File: src/pnd_pkg.sv
// ----------------------------------------------------------------------------
// pnd_pkg
// Shared constants and types of the pareto non-dominated filter.
// ----------------------------------------------------------------------------
package pnd_pkg;

  localparam int DEF_MAX_POINTS     = 64;
  localparam int DEF_MAX_OBJECTIVES = 4;
  localparam int DEF_VALUE_BITS     = 32;

  // fixed field widths of the stream payloads
  localparam int FIELD_W    = 32;
  localparam int INDEX_W    = 6;
  localparam int NOBJ_W     = 3;
  localparam int MASK_W     = 4;
  localparam int IN_DATA_W  = 4 * FIELD_W;
  localparam int OUT_DATA_W = 136;

  // register indexes of the configuration port
  localparam logic REG_OBJECTIVES = 1'b0;
  localparam logic REG_MIN_MASK   = 1'b1;

  // settings the compare unit works under
  typedef struct packed {
    logic [NOBJ_W-1:0] nobj;
    logic [MASK_W-1:0] minimize;
  } cmp_ctrl_t;

endpackage

File: src/pnd_cmp_unit.sv
// ----------------------------------------------------------------------------
// pnd_cmp_unit
// Dominance compare of one candidate point against the point under test.
// ----------------------------------------------------------------------------
module pnd_cmp_unit #(
  parameter int MAX_OBJECTIVES = pnd_pkg::DEF_MAX_OBJECTIVES,
  parameter int VB             = pnd_pkg::FIELD_W
) (
  input  pnd_pkg::cmp_ctrl_t              ctrl,
  input  logic [MAX_OBJECTIVES*VB-1:0]    cur_row,
  input  logic [MAX_OBJECTIVES*VB-1:0]    cand_row,
  output logic                            dominates
);
  import pnd_pkg::*;

  logic [MAX_OBJECTIVES-1:0] worse;
  logic [MAX_OBJECTIVES-1:0] better;

  always_comb begin
    for (int k = 0; k < MAX_OBJECTIVES; k++) begin
      logic signed [VB-1:0] va;
      logic signed [VB-1:0] vb;
      logic                 used;
      logic                 lt;
      logic                 gt;
      va = cur_row[k*VB +: VB];
      vb = cand_row[k*VB +: VB];
      // an objective count of zero still compares the first objective
      used = (k == 0) || (int'(ctrl.nobj) > k);
      lt = vb < va;
      gt = vb > va;
      if (ctrl.minimize[k]) begin
        worse[k]  = used && gt;
        better[k] = used && lt;
      end else begin
        worse[k]  = used && lt;
        better[k] = used && gt;
      end
    end
  end

  assign dominates = (worse == '0) && (better != '0);

endmodule

File: config.mk
export PLATFORM = sky130hd
export DESIGN_NAME = pnd_cmp_unit
export DESIGN_NICKNAME = d
export VERILOG_FILES = /design/src/pnd_pkg.sv /design/src/pnd_cmp_unit.sv
export SDC_FILE = /design/constraint.sdc
export NUM_CORES = 1
export LEC_CHECK = 0
export ABC_AREA = 1
export BUFFER_PORTS_ARGS = -buffer_cell sky130_fd_sc_hd__buf_2
export CAP_MARGIN = 20
export CORE_AREA = 2 2 104 106
export DETAILED_ROUTE_END_ITERATION = 10
export DIE_AREA = 0 0 106 108
export PLACE_DENSITY = 0.69
export REMOVE_ABC_BUFFERS = 1
export SLEW_MARGIN = 0
export SYNTH_ARGS = -nofsm -noshare
export SYNTH_HDL_FRONTEND = slang
export SYNTH_SLANG_ARGS = --single-unit
export TNS_END_PERCENT = 10
File: constraint.sdc
create_clock -name vclk -period 2.2
set_clock_uncertainty 0.05 [all_clocks]
set_input_delay 0.22 -clock vclk [all_inputs]
set_output_delay 0.22 -clock vclk [all_outputs]
set_load 0.05 [all_outputs]
==> results_dict.tcl, run 1 <==
set metrics [dict create \
    status "finished, violations left" \
    violations "negative setup slack" \
    nClkBuffers 0 \
    path_class "input pin to primary output" \
    place_hpwl_mm 9.90 \
    start_kind "input pin" \
    cp.arrival_ns 1.97 \
    vias_per_cell 4.61 \
    drt_iter0_drc 85 \
    p_per_area_nw_per_um2 192 \
    worst_pin_slew_ns 0.277 \
    fin_setup_tns_ns -0.0416 \
    regArea_um2 0 \
    crit_path_end_kind "primary output" \
    period_share 1.02 \
    crit_chain "buf_2 -> inv_1 -> ha_1 -> nand2_2 -> nor2_4 -> buf_4 -> nand2_1 -> nand2_1 -> a21oi_4 -> nand3_1 -> nand3_2 -> nand2_1 -> nor2_1 -> nand2_1 -> nor2_2 -> buf_6" \
    grt_max_degree 5 \
    syn_to_final_growth_pct 77.6 \
    hold_path_depth 7 \
    hold_class "input pin to primary output" \
    crit_top_cell "nand2_1" \
    ir_drop_uv 109 \
    ant_nets 0 \
    wl_per_cell_um 12.2 \
    layout-drive-gt1-share 0.526 \
    max_freq_mhz 446 \
    dr.pass1.iters 4 \
    grt_pass1_wl_mm 17.8 \
    ys.warnings.count 0 \
    io_buffer_count 264 \
    synthCells 619 \
    fin_ws_ns -0.0416 \
    synth.distinct_cells 23 \
    drt-met1-wl_mm 4.93 \
    gp_congestion 0.796 \
    core_region_area_um2 10200 \
    slowest_delay_ns 0.31 \
    grtUsageTotal 0.182 \
    yosysSeqAreaShare 0 \
    grt_setup_unrepaired "yes" \
    fp.dieH_um 108 \
    final-setup-viol-count 1 \
    finalMaxSlewViolations 0 \
    rows 37 \
    cp.required_ns 1.93 \
    period_needed_ns 2.24 \
    routed_wirelength_mm 12.6 \
    finalNetCount 1292 \
    n_antenna_cell 0 \
    synth_area_um2 3690 \
    dr_wl_met2_mm 6.81 \
    wl_met3_um 696 \
    antenna_found_initial 0 \
    die_w_um 106 \
    fillers 919 \
    top_layer "met4" \
    power_mw 1.26 \
    syn_area_per_cell_um2 5.96 \
    seq_cells 0 \
    ios 264 \
    drc 0 \
    slew_headroom 0.813 \
    grt_overflow 0 \
    hold_viol_final 0 \
    start_util 0.361 \
    pre_cts_ws_ns -0.266 \
    dp_cells 1029 \
    vias 4768 \
    critPathMaxFanout 3 \
    instances_no_fill 1035 \
    dieArea_um2 11400 \
    max_cap_violations 0 \
    p_leak_nw 3.79 \
    critPathSlowestCell "ha_1" \
    grt_pass1_vias 4352 \
]
-- stage by stage --
stage,hold slack [ns],utilization,area (um2)
final,0.948,0.640,6550
after global routing,0.994,0.640,6550
after CTS,0.941,0.562,5750
after detailed placement,0.982,0.514,5260
after global placement,0.979,0.514,5260
after floorplan,0.766,-,3690
-- layout by cell type (no fill, tap or decap), types with 14 or more instances in the layout --
cell type and n:
buf_2 249, inv_1 138, nand2_1 117, ha_1 68, ha_4 60, nand2_2 40
a21oi_1 29, nor2_1 26, inv_2 22, a21oi_2 22, nor2_2 16, buf_6 16
buf_4 15, nand4_1 14
-- layout make-up --
class                           count  area [um2]  area share
Inverter                          163         619      0.0946
Multi-Input combinational cell    456        4220       0.645
Tap cell                          136         170      0.0260
Timing Repair Buffer              280        1540       0.235
-- logic make-up after synthesis --
kind of cell | count (synthesis) | share of synthesized area
buffers and inverters | 163 | 0.166
AOI/OAI and AO/OA | 81 | 0.120
and+or+nand+nor | 247 | 0.280
adders and majority gates | 128 | 0.434
-- path summary, 6_finish.rpt --
kind	to	slack, ns	start
setup / recovery	dominates	-0.04	cur_row[20]
hold / removal	dominates	0.95	ctrl[6]
-- worst max-delay path, delay by kind of cell --
family,cells,cell delay (ns)
fa+ha+maj,1,0.31
buf+inv,4,0.41
compound gates,1,0.20
simple gates,10,0.82
-- layer usage --
layer  GRT usage  vias to the layer above
met5           0                        -
met4      0.0263                        0
met3      0.0223                       24
met2       0.359                      158
met1       0.214                     2068
li1            -                     2518
-- Yosys cell counts --
cell type / instances / share of area
nor3_1: 1 / 0.0014
ha_1: 128 / 0.43
a21o_1: 4 / 0.0081
o21a_1: 5 / 0.010
nor2_1: 44 / 0.045
a21oi_1: 55 / 0.075
nand2_2: 4 / 0.0068
nand3_2: 1 / 0.0027
or2_2: 1 / 0.0017
nand3b_1: 1 / 0.0020
o21ai_0: 10 / 0.014
nand4_1: 14 / 0.024
and3_1: 1 / 0.0017
and2_1: 1 / 0.0017
inv_1: 163 / 0.17
o21ai_1: 2 / 0.0027
a21boi_0: 2 / 0.0041
o21bai_1: 2 / 0.0041
nand3_1: 18 / 0.024
nor2_2: 3 / 0.0051
nor3_4: 1 / 0.0044
nand2_1: 157 / 0.16
a21oi_2: 1 / 0.0024
-- what timing repair did --
| item | 4_1_cts | 5_1_grt |
|---|---|---|
| hold buffers | 0 | 0 |
| buffers inserted | 2 | 4 |
| pin swaps | 66 | 101 |
| resized for setup | 89 | 137 |
| endpoints found under the setup margin | 1 | 1 |
| hold endpoints to repair | 0 | 0 |
-- power by group --
group / switching [mW] / internal (mW)
clock network: 0 / 0
logic: 0.619 / 0.641
registers: 0 / 0
total: 0.619 / 0.641
Power figures use the tool's default switching activity.
==> run 2: changes to the inputs <==
BUFFER_PORTS_ARGS = default   (was -buffer_cell sky130_fd_sc_hd__buf_2)
CORE_AREA = 2 2 102 104   (was 2 2 104 106)
DIE_AREA = 0 0 104 106   (was 0 0 106 108)
DONT_BUFFER_PORTS = 1   (was default)
PLACE_DENSITY = 0.48   (was 0.69)
clock period = 2.6 ns   (was 2.2 ns; I/O delays follow)
==> run 2 against run 1 <==
  * The flow now finishes without violations
  * Critical path depth shrank 1
  * Largest cell class unchanged
  * Routed wire length shrank 28%
  * Final area shrank 41%
  * Highest routed layer unchanged
  * Sequential share of layout area is the same
==> results_dict.tcl, run 2 (synthesized netlist as in run 1, its figures left out) <==
set metrics [dict create \
    finalMaxSlewViolations 0 \
    drc 0 \
    grt_max_degree 6 \
    ir_drop_uv 50.8 \
    antenna_found_initial 0 \
    grtUsageTotal 0.156 \
    dr.pass1.iters 4 \
    wl_per_cell_um 12.1 \
    crit_top_cell "nand2_1" \
    layout-drive-gt1-share 0.0242 \
    p_per_area_nw_per_um2 142 \
    n_antenna_cell 0 \
    worst-path-buf-inv 2 \
    ant_nets 0 \
    gp_congestion 0.836 \
    ios 264 \
    status "finished clean" \
    regArea_um2 0 \
    routed_wirelength_mm 9.11 \
    cp.arrival_ns 2.03 \
    max_freq_mhz 427 \
    critical_path.top_delay_family "simple AND/OR/NAND/NOR gates" \
    design_area_um2 3880 \
    grt_overflow 0 \
    cp.required_ns 2.29 \
    final_common_cell "inv_1" \
    slew_headroom 0.812 \
    grt_pass1_vias 3562 \
    core_region_area_um2 10000 \
    grt_pass1_wl_mm 14.9 \
    slowest_delay_ns 0.32 \
    final_cell_mix "inv_1 (163), nand2_1 (157), ha_1 (128)" \
    vias_per_cell 4.76 \
    io_buffer_count 0 \
    critPathMaxFanout 3 \
    dpl-instance-area_um2 3870 \
    period_needed_ns 2.34 \
    critPathSlowestCell "ha_1" \
    grt_setup_unrepaired "no" \
    period_share 0.901 \
    die_w_um 104 \
    start_util 0.369 \
    vias 3595 \
    fin_setup_tns_ns 0 \
    cts_hold_buf 0 \
    syn_to_final_growth_pct 5.16 \
    dieArea_um2 11000 \
    crit_path_end_kind "primary output" \
    place_hpwl_mm 8.95 \
    start_kind "input pin" \
    finalNetCount 1013 \
    instances_no_fill 756 \
    crit_chain "inv_1 -> ha_1 -> nand2_1 -> nor2_2 -> and2_4 -> and3_1 -> nand2_1 -> nand3_1 -> nand2_1 -> nand3_1 -> nand2_1 -> nor2_2 -> nand2_1 -> nor2_1 -> buf_6" \
    seq_cells 0 \
    final-setup-viol-count 0 \
    drt_iter0_drc 76 \
    rows 37 \
    dp_cells 756 \
    fp.dieH_um 106 \
    path_class "input pin to primary output" \
    worst_pin_slew_ns 0.279 \
    p_leak_nw 2.59 \
    nClkBuffers 0 \
    max_cap_violations 0 \
    hold_class "input pin to primary output" \
    hold_viol_final 0 \
]
==> run 2: where the power goes <==
group | internal (mW) | switching [mW]
Combinational | 0.236 | 0.314
Clock | 0 | 0
Sequential | 0 | 0
==> run 2: timing repair <==
action,4_1_cts,5_1_grt
endpoints found under the setup margin,0,1
buffers inserted,0,0
gates resized for setup,0,4
==> run 2: through the flow <==
| stage | util | worst slack (ns) | total power, mW | hold WS (ns) |
|---|---|---|---|---|
| finish | 0.388 | 0.257 | 0.550 | 0.879 |
| global route | 0.388 | 0.0119 | 0.666 | 0.928 |
| CTS | 0.387 | 0.162 | 0.560 | 0.906 |
| detailed placement | 0.387 | 0.174 | 0.554 | 0.907 |
| global placement | 0.387 | 0.176 | 0.543 | 0.910 |
| floorplan | - | 0.135 | 0.444 | 0.846 |
==> run 2: cell type report <==
class / count / area (um2)
fillers: 1114 / 6120
multi-input cells: 456 / 3090
inverters: 163 / 612
well taps: 136 / 170
repair buffers: 1 / 11.3
==> run 2: final timing paths <==
kind                      from   endpoint  slack (ns)  cells past startpoint
setup / recovery  cur_row[127]  dominates        0.26                     15
hold / removal         ctrl[6]  dominates        0.88                      6
==> run 2: routing by layer <==
metal | global-route usage | wire [um] | vias to the layer above
met1 | 0.174 | 3650 | 1491
li1 | - | - | 1962
met3 | 0.0276 | 626 | 2
met4 | 0.00483 | 25 | 0
met2 | 0.321 | 4810 | 140
met5 | 0 | 0 | -
==> run 2: worst min-delay path: stages <==
cell	delay, ns
nand3_1	0.05
nand2_1	0.07
nor2_2	0.03
nand2_1	0.05
nor2_1	0.05
buf_6	0.15
==> run 3: changes to the inputs <==
ABC_AREA = default   (was 1)
CAP_MARGIN = default   (was 20)
PLACE_DENSITY = 0.46   (was 0.48)
==> run 3 against run 2 <==
  * Routed wire length rose by 2.3%
  * Flip-flop and latch count did not move
  * The flow now finishes with violations (negative setup slack)
  * Global-route usage fell by 0.27 points
  * Worst setup slack got worse by 0.61 ns
  * Cell count fell by 12%
  * Power rose by 7.0%
  * Combinational power rose by 6.9%
  * Die area did not move
==> results_dict.tcl, run 3 <==
set metrics [dict create \
    vias_per_cell 5.05 \
    cts_hold_buf 0 \
    grt_max_degree 8 \
    fp.dieH_um 106 \
    slew_headroom 0.767 \
    period_needed_ns 2.96 \
    nClkBuffers 0 \
    start_kind "input pin" \
    synth_top_cells_by_count "inv_1 (133), ha_1 (128), a21oi_1 (41)" \
    rows 37 \
    status "finished, violations left" \
    design_area_um2 4170 \
    dieArea_um2 11000 \
    grt_setup_unrepaired "yes" \
    final_cell_mix "inv_1 (126), ha_1 (117), buf_4 (40)" \
    routed_wirelength_mm 9.32 \
    die_w_um 104 \
    finalMaxSlewViolations 0 \
    grt_pass1_vias 3379 \
    yosysMostFrequentCell "inv_1" \
    hold-worst-slack_ns 0.820 \
    critPathMaxFanout 2 \
    grtUsageTotal 0.153 \
    grt_pass1_wl_mm 14.6 \
    final_common_cell "inv_1" \
    seq_cells 0 \
    synthCells 484 \
    start_util 0.345 \
    drt_iter0_drc 161 \
    yosysSeqAreaShare 0 \
    drc 0 \
    wl_per_cell_um 14.1 \
    io_buffer_count 0 \
    vias 3342 \
    worst_pin_slew_ns 0.347 \
    cp.required_ns 2.29 \
    ir_drop_uv 41.4 \
    final-setup-viol-count 1 \
    syn_area_per_cell_um2 7.13 \
    fillers 1070 \
    path_class "input pin to primary output" \
    dpl-instance-area_um2 3930 \
    dr.pass1.iters 4 \
    synth_area_leaders "ha_1 (46%), inv_1 (14%), a21oi_1 (5.9%)" \
    ys.warnings.count 0 \
    place_hpwl_mm 8.80 \
    yosysTopAreaCell "ha_1" \
    period_share 1.14 \
    finalNetCount 919 \
    synth_area_um2 3450 \
    syn_to_final_growth_pct 20.9 \
    ios 264 \
    p_per_area_nw_per_um2 141 \
    layout-drive-gt1-share 0.146 \
    synth.distinct_cells 39 \
    hold_viol_final 0 \
    grt_overflow 0 \
    antenna_found_initial 0 \
    fin_ws_ns -0.357 \
    ant_nets 0 \
    max_cap_violations 0 \
    regArea_um2 0 \
    core_region_area_um2 10000 \
    crit_path_end_kind "primary output" \
    gp_congestion 0.749 \
    p_leak_nw 2.44 \
    hold_class "input pin to primary output" \
    n_antenna_cell 0 \
    pre_cts_ws_ns -0.525 \
    max_freq_mhz 338 \
    cp.arrival_ns 2.65 \
    synth_top_area_share 0.464 \
    violations "negative setup slack" \
    multi_input_area_um2 3160 \
]
run 3: power breakdown:
| group | switching, mW | leakage, nW | internal [mW] |
|---|---|---|---|
| registers | 0 | 0 | 0 |
| clock network | 0 | 0 | 0 |
| logic | 0.281 | 2.44 | 0.308 |
| total | 0.281 | 2.44 | 0.308 |
run 3: final timing paths:
path	slack, ns	startpoint	endpoint	cells after the start
setup / recovery	-0.36	cand_row[109]	dominates	11
hold / removal	0.82	ctrl[6]	dominates	3
run 3: cells by family after synthesis:
group,count (synthesis),synth area share
buffers and inverters,133,0.145
adder cells (fa/ha/maj),128,0.464
XOR/XNOR,1,0.00254
AO/OA/AOI/OAI,115,0.214
multiplexers,7,0.0210
AND/OR/NAND/NOR,100,0.153
run 3: cell type report:
class / instances / area share
multi-input cells: 351 / 0.758
repair buffers: 42 / 0.0795
well taps: 136 / 0.0408
inverters: 133 / 0.122
run 3: routing by layer:
metal  track usage  share of wire  routed length, um
met2         0.316           0.54               5030
met3        0.0319          0.072                672
met1         0.166           0.38               3560
met4       0.00869         0.0056                 52
met5             0              0                  0
run 3: repair_timing:
item                       4_1_cts  5_1_grt
hold endpoints to repair         0        0
setup endpoints to repair        1        1
buffers inserted                 1        2
pin swaps                       21       13
resized for setup               19       21
run 3: per-stage QoR:
stage | util | instances | power [mW] | TNS [ns]
5_1_grt | 0.417 | 662 | 0.685 | -0.523
6_report | 0.417 | 662 | 0.588 | -0.357
3_3_place_gp | 0.393 | 659 | 0.537 | -0.492
4_1_cts | 0.405 | 660 | 0.573 | -0.386
3_5_place_dp | 0.393 | 659 | 0.549 | -0.525
2_1_floorplan | - | 484 | 0.392 | -0.510
run 3: worst max-delay path: stages:
cell	delay, ns
ha_4	0.22
a21o_1	0.16
a21o_1	0.16
a221o_1	0.31
o32a_1	0.32
a211o_1	0.31
mux2i_1	0.20
a32oi_1	0.12
o221ai_1	0.19
o2111a_1	0.25
buf_12	0.15
